`src/hdl/assert_macros.svh`:
```
// Assertion macros shared by the move-to-front coder RTL.
// Clocked on clk and disabled while arst_n is low; no other dependencies.
`ifndef ASSERT_MACROS_SVH
`define ASSERT_MACROS_SVH

// Property that holds on every clock edge out of reset.
`define MTFC_ASSERT(label, prop, msg) \
	label: assert property (@(posedge clk) disable iff (!arst_n) (prop)) \
		else $error(msg);

// Implication checked in the same cycle.
`define MTFC_ASSERT_IMP(label, ante, cons, msg) \
	label: assert property (@(posedge clk) disable iff (!arst_n) (ante) |-> (cons)) \
		else $error(msg);

`endif

```
`src/hdl/mtfc_pkg.sv`:
```
// Types and constants of the move-to-front coder.
// Used by mtfc_link_mem, move_to_front_codec_core and the testbench; no dependencies.
package mtfc_pkg;

	localparam int SYM_W = 8;
	localparam int SYM_N = 1 << SYM_W;
	localparam int LEN_W = SYM_W + 1;

	localparam logic [1:0] MODE_LOAD = 2'd0;
	localparam logic [1:0] MODE_ENC  = 2'd1;
	localparam logic [1:0] MODE_DEC  = 2'd2;
	localparam logic [1:0] MODE_RSVD = 2'd3;

	localparam logic [1:0] STAT_OK      = 2'd0;
	localparam logic [1:0] STAT_NO_SYM  = 2'd1;
	localparam logic [1:0] STAT_BAD_POS = 2'd2;

	typedef enum logic [1:0] {
		ST_IDLE,
		ST_WALK,
		ST_FRONT,
		ST_EMIT
	} state_t;

	typedef struct packed {
		logic             en;
		logic [SYM_W-1:0] addr;
		logic [SYM_W-1:0] data;
	} link_wr_t;

endpackage

```
`src/hdl/mtfc_link_mem.sv`:
```
// Successor memory of the recency list: one write port, one registered read port.
// Depends on mtfc_pkg.
module mtfc_link_mem
	import mtfc_pkg::*;
(
	input  logic             clk,
	input  link_wr_t         wr,
	input  logic [SYM_W-1:0] rd_addr,
	output logic [SYM_W-1:0] rd_data
);

	logic [SYM_W-1:0] mem [SYM_N];
	logic [SYM_W-1:0] rd_data_q;

	always_ff @(posedge clk) begin
		if (wr.en) begin
			mem[wr.addr] <= wr.data;
		end
	end

	always_ff @(posedge clk) begin
		rd_data_q <= mem[rd_addr];
	end

	assign rd_data = rd_data_q;

endmodule

```
`src/hdl/move_to_front_codec_core.sv`:
```
// Byte move-to-front coder: sequencer, list registers and membership map.
// Depends on mtfc_pkg, mtfc_link_mem and assert_macros.svh.
//
// A load item is taken in ST_IDLE and needs no further state. An encode or decode
// item passes ST_IDLE (accept), ST_WALK (walk from the head to its position), ST_FRONT
// (relink to the front) and ST_EMIT (result); ST_FRONT is skipped when the symbol is at
// the front, and an error result goes from ST_IDLE straight to ST_EMIT. The walk along
// the linked recency list reads one successor per cycle through the single read port of
// the successor memory.
// The input side is ready only between items; a waiting result sits in the
// output register and does not hold back the next item until the next result.
`include "assert_macros.svh"

module move_to_front_codec_core
	import mtfc_pkg::*;
#(
	parameter int ALPHABET = 256
) (
	input  logic       clk,
	input  logic       arst_n,
	input  logic       s_axis_tvalid,
	output logic       s_axis_tready,
	input  logic [7:0] s_axis_tdata,  // [7:0] value
	input  logic [2:0] s_axis_tuser,  // [1:0] mode, [2] first
	input  logic       s_axis_tlast,
	output logic       m_axis_tvalid,
	input  logic       m_axis_tready,
	output logic [7:0] m_axis_tdata,  // [7:0] value_res
	output logic [1:0] m_axis_tuser,  // [1:0] status
	output logic       m_axis_tlast
);

	localparam logic [LEN_W-1:0] ALPHA_LEN = LEN_W'(ALPHABET);

	state_t state_q, state_d;

	logic [SYM_W-1:0] head_q, tail_q;
	logic [LEN_W-1:0] len_q;
	logic [SYM_N-1:0] member_q;

	logic [SYM_W-1:0] cur_q, prev_q, pos_q, tgt_q, res_q;
	logic [1:0]       stat_q;
	logic             enc_q, last_q;

	logic             m_tvalid_q, m_tlast_q;
	logic [7:0]       m_tdata_q;
	logic [1:0]       m_tuser_q;

	link_wr_t         mem_wr;
	logic [SYM_W-1:0] rd_addr, rd_data;

	logic             in_acc, in_first, load_add, is_member, walk_done, slot_free;
	logic [1:0]       in_mode;
	logic [SYM_W-1:0] in_val;
	logic [LEN_W-1:0] len_eff;
	logic [SYM_N-1:0] map_eff;

	mtfc_link_mem u_link_mem (
		.clk     (clk),
		.wr      (mem_wr),
		.rd_addr (rd_addr),
		.rd_data (rd_data)
	);

	assign in_mode   = s_axis_tuser[1:0];
	assign in_first  = s_axis_tuser[2];
	assign in_val    = s_axis_tdata;
	assign in_acc    = s_axis_tvalid && (state_q == ST_IDLE);
	assign len_eff   = in_first ? '0 : len_q;
	assign map_eff   = in_first ? '0 : member_q;
	assign load_add  = !map_eff[in_val] && (len_eff < ALPHA_LEN);
	assign is_member = member_q[in_val] && (len_q != '0);
	assign slot_free = !m_tvalid_q || m_axis_tready;
	assign walk_done = enc_q ?
		((cur_q == tgt_q) || ({1'b0, pos_q} + LEN_W'(1) >= len_q)) :
		(pos_q == tgt_q);

	always_comb begin
		state_d = state_q;
		mem_wr  = '0;
		rd_addr = cur_q;
		case (state_q)
			ST_IDLE: begin
				rd_addr = head_q;
				if (in_acc) begin
					case (in_mode)
						MODE_LOAD: begin
							if (load_add && (len_eff != '0)) begin
								mem_wr = '{en: 1'b1, addr: tail_q, data: in_val};
							end
						end
						MODE_ENC: begin
							state_d = is_member ? ST_WALK : ST_EMIT;
						end
						MODE_DEC: begin
							state_d = ({1'b0, in_val} < len_q) ? ST_WALK : ST_EMIT;
						end
						default: ;
					endcase
				end
			end
			ST_WALK: begin
				if (walk_done) begin
					if (pos_q != '0) begin
						mem_wr  = '{en: 1'b1, addr: prev_q, data: rd_data};
						state_d = ST_FRONT;
					end else begin
						state_d = ST_EMIT;
					end
				end else begin
					rd_addr = rd_data;
				end
			end
			ST_FRONT: begin
				mem_wr  = '{en: 1'b1, addr: cur_q, data: head_q};
				state_d = ST_EMIT;
			end
			ST_EMIT: begin
				if (slot_free) begin
					state_d = ST_IDLE;
				end
			end
			default: state_d = ST_IDLE;
		endcase
	end

	always_ff @(posedge clk or negedge arst_n) begin
		if (!arst_n) begin
			state_q    <= ST_IDLE;
			head_q     <= '0;
			tail_q     <= '0;
			len_q      <= '0;
			member_q   <= '0;
			m_tvalid_q <= 1'b0;
		end else begin
			state_q <= state_d;
			if (in_acc && (in_mode == MODE_LOAD)) begin
				member_q <= map_eff;
				len_q    <= len_eff;
				if (load_add) begin
					member_q[in_val] <= 1'b1;
					len_q            <= len_eff + LEN_W'(1);
					tail_q           <= in_val;
					if (len_eff == '0) begin
						head_q <= in_val;
					end
				end
			end
			if (state_q == ST_FRONT) begin
				head_q <= cur_q;
				if (cur_q == tail_q) begin
					tail_q <= prev_q;
				end
			end
			if ((state_q == ST_EMIT) && slot_free) begin
				m_tvalid_q <= 1'b1;
			end else if (m_axis_tready) begin
				m_tvalid_q <= 1'b0;
			end
		end
	end

	always_ff @(posedge clk) begin
		case (state_q)
			ST_IDLE: begin
				if (in_acc) begin
					tgt_q  <= in_val;
					enc_q  <= (in_mode == MODE_ENC);
					last_q <= s_axis_tlast;
					cur_q  <= head_q;
					prev_q <= head_q;
					pos_q  <= '0;
					res_q  <= '0;
					if (in_mode == MODE_ENC) begin
						stat_q <= is_member ? STAT_OK : STAT_NO_SYM;
					end else begin
						stat_q <= ({1'b0, in_val} < len_q) ? STAT_OK : STAT_BAD_POS;
					end
				end
			end
			ST_WALK: begin
				if (walk_done) begin
					res_q <= enc_q ? pos_q : cur_q;
				end else begin
					prev_q <= cur_q;
					cur_q  <= rd_data;
					pos_q  <= pos_q + SYM_W'(1);
				end
			end
			default: ;
		endcase
		if ((state_q == ST_EMIT) && slot_free) begin
			m_tdata_q <= res_q;
			m_tuser_q <= stat_q;
			m_tlast_q <= last_q;
		end
	end

	assign s_axis_tready = (state_q == ST_IDLE);
	assign m_axis_tvalid = m_tvalid_q;
	assign m_axis_tdata  = m_tdata_q;
	assign m_axis_tuser  = m_tuser_q;
	assign m_axis_tlast  = m_tlast_q;

	`MTFC_ASSERT(a_len_bound, len_q <= ALPHA_LEN, "list length past alphabet size")
	`MTFC_ASSERT(a_map_count, $countones(member_q) == int'(len_q), "map count off list length")
	`MTFC_ASSERT_IMP(a_walk_in_list, state_q == ST_WALK, ({1'b0, pos_q} < len_q), "walk overrun")
	`MTFC_ASSERT_IMP(a_front_distinct, state_q == ST_FRONT, cur_q != prev_q, "self relink")

endmodule

```
`config.mk`:
```
export PLATFORM = sky130hd
export DESIGN_NAME = move_to_front_codec_core
export DESIGN_NICKNAME = d
export VERILOG_FILES = /design/src/hdl/mtfc_pkg.sv /design/src/hdl/mtfc_link_mem.sv /design/src/hdl/move_to_front_codec_core.sv
export VERILOG_INCLUDE_DIRS = /design/src /design/src/hdl
export SDC_FILE = /design/constraint.sdc
export NUM_CORES = 2
export LEC_CHECK = 0
export BUFFER_PORTS_ARGS = -buffer_cell sky130_fd_sc_hd__buf_2
export CAP_MARGIN = 20
export CORE_MARGIN = 4
export CORE_UTILIZATION = 35
export DETAILED_ROUTE_END_ITERATION = 8
export SLEW_MARGIN = 20
export SYNTH_ARGS = -nofsm -noshare
export SYNTH_HDL_FRONTEND = slang
export SYNTH_SLANG_ARGS = --single-unit
```
`constraint.sdc`:
```
create_clock -name clk -period 14.6 [get_ports clk]
set_input_delay 1.46 -clock clk [delete_from_list [all_inputs] [get_ports clk]]
set_output_delay 1.46 -clock clk [all_outputs]
set_load 0.05 [all_outputs]
```
==> results.toml <==
[status]
status = "complete, no violations"

[critical_path]
crit_chain = "buf_4 > buf_4 > mux4_2 > mux4_2 > a22oi_1 > a21oi_1 > a211oi_1 > o2111ai_1 > nand2_1 > buf_4 > a41oi_1 > a211oi_1 > nand2_1 > buf_4 > nor2_1"
crit_start = "s_axis_tdata[0]"
start_kind = "input port"
r2r_start = "pos_q[0]"
arrival_ns = 8.75
cp_max_fo = 42
slowest_stage = "nand2_1"
reg2reg_depth = 19
max_stage_delay_ns = 0.81
cp_top_family = "compound AO/OA/AOI/OAI gates"
crit_top_cell = "buf_4"
worst_setup_path_end_kind = "register"
cp.required_ns = 15.06
path_buf_inv = 4
cp.depth = 15
critPathKind = "in2reg"

[yosys]
syn_inst = 7627
synth.most_common_cell = "edfxtp_1"
synth_top_cell_by_area = "edfxtp_1"
synth_edf_count = 2103
netlist.area_leader.share = 0.6505
synthesis.nets = 7668
ys_seq_area_frac = 0.7254
ys_seq_elements = 2395
synth_cell_type_count = 65
syn_area_per_cell_um2 = 12.73
synth_flop_cell = "edfxtp_1"
syn_area_mm2 = 0.09707
synthTopCellsByCount = "edfxtp_1 (2103), nand2_1 (2040), nand3_1 (949), clkbuf_1 (428), nor2_1 (338)"
async_reset_ff_frac = 0.1186
yosys-top-cells-area = "edfxtp_1 (65%), nand2_1 (7.9%), dfrtp_1 (7.3%)"
ys_warn_count = 0

[clock_network]
htreeDepth = 4
clkLatencyLatePin_ns = 0.90
cts-root-buf = "clkbuf_16"
cts_tree = "done"
post_cts_resized = 0
cts_sinks = 2395
path_clk_slew_ns = 0.07
numCtsBuffers = 236
cts_hold_buf = 0
max-clock-path-buffers = 3
cts_setup_buffers = 0

[grt]
grt-ovfl-total = 0
grt_usage = 0.1995
grt_pass1_vias = 61430
antenna_found_initial = 12
grt_pass1_wl_um = 425400
grt_max_degree = 178

[route]
via_count = 63670
drt_pre_antenna_iters = 6
drt_iter0_drc = 8810
routedWlPerCell_um = 25.68
drt_wl_total_um = 293200
drc = 0
ant_nets = 0
drt-vias-per-instance = 5.576

[pwr]
power_mw = 26.08
powerDensity_mw_per_mm2 = 239.0
peakVddDrop_mv = 0.2816
leakage_nw = 37.78

[timing]
fin_setup_tns_ns = 0
skew_ns = 0.07510
fmax_mhz = 120.5
setup_viol = 0
drv_slew = 0
fin_crit_sh = 0.5684
slew_headroom = 0.2118
worstMarginPinSlew_ns = 1.171
whs_ns = 0.4002
rsz0062_at_grt = "no"
finalHoldViolCount = 0
period_minus_slack_ns = 8.299

[floorplanning]
dieArea_mm2 = 0.2858
die_h_um = 534.6
rows = 193
die_x_um = 534.6
start_util = 0.3514
coreArea_mm2 = 0.2763
io_pins = 29

[layout]
ff_latch_area_mm2 = 0.07042
area_growth_pct = 12.42
drive_gt1_frac = 0.08768
nets = 7551
regMostFlops = "u_link_mem.mem"
largest_register_ffs = 2048
n_fill_cell = 25770
fin_util = 0.3950
top_regs = "u_link_mem.mem: 2048 flops, member_q: 256 flops, len_q: 9 flops"
multi_input_area_mm2 = 0.02480

[placement]
numPortBuffers = 28
hpwl_um = 174900
gp_congestion = 0.9181

[worst_hold_path]
whs_path_depth = 0
hold_path_class = "reg2reg"
hold_path.startpoint = "res_q[6]"

[flow_run]
drv_cap = 0
==> routing by layer <==
metal  GRT usage  part of all wire  wire length (um)
met1      0.2731              0.40            118400
met2      0.3102              0.46            134500
met3     0.04383             0.098             28600
met4     0.07835             0.040             11730
met5           0                 0                 0
==> cell usage in the layout, fill, tap and decap left out, types with 19 or more instances in the layout <==
cell type  netlist  final
edfxtp_1      2103   2103
a22oi_1         36     36
clkbuf_1       428     47
a31oi_1        131    131
nor3_1          23     20
mux2_2          23     23
a21oi_1        136    135
clkinv_1         0     45
clkbuf_16        0    240
bufinv_16        0     21
buf_2           35     26
nor4_1          37     30
a32oi_1         20     20
nor2_1         338    317
nand2_1       2040   2039
mux4_2          80     80
mux2i_1        166    166
clkinv_2         0     41
inv_1           25     25
o21ai_0        239    239
a221oi_1        51     49
dfrtp_1        284    284
ha_1            25     25
nand4_1        150    150
a22o_1          52     52
buf_4            5    134
xor2_1          19     19
nand3_1        949    945
==> through the flow <==
step,std cells,area (um^2),worst slack (ns)
after floorplan,7627,97070,2.861
after global placement,10970,101200,5.417
after detailed placement,10980,101300,5.410
after CTS,11410,109100,6.299
after global routing,11420,109100,5.904
final,11420,109100,6.301
==> layout make-up <==
type                    instances  share of cell area
multi-input cells            4679              0.2273
clock buffers                 296             0.05778
flip-flops and latches       2395              0.6452
diodes                          3          0.00006879
clock inverters               142             0.01367
well taps                    3705             0.04248
repair buffers                173             0.01262
inverters                      25           0.0008599
==> final timing paths <==
check	endpoint	slack (ns)
worst min register to register	m_axis_tdata[6]	0.40
worst max register to register	u_link_mem.rd_data[6]	6.87
min in group asynchronous	member_q[105]	0.57
max in group asynchronous	head_q[7]	11.76
worst max-delay path	u_link_mem.mem[90][3]	6.30
worst min-delay path	m_axis_tdata[6]	0.40
==> report_power, final <==
part | internal (mW) | switching (mW)
Clock | 3.44 | 2.65
Combinational | 2.56 | 8.70
Sequential | 8.53 | 0.203
==> logic make-up after synthesis <==
family          share of synthesized area
fa+ha+maj                        0.003222
flops                              0.7254
xor+xnor                         0.003248
buf+inv                           0.02211
simple gates                       0.1593
mux                               0.03835
compound gates                    0.04841
==> worst reg2reg max path, delay by kind of cell, from the launching register on <==
family | cells | cell delay [ns]
flops | 1 | 0.52
mux | 2 | 0.60
fa+ha+maj | 2 | 0.59
compound gates | 4 | 2.20
buf+inv | 3 | 1.93
simple gates | 8 | 1.75
No activity file was read; power rests on OpenSTA's default activity.
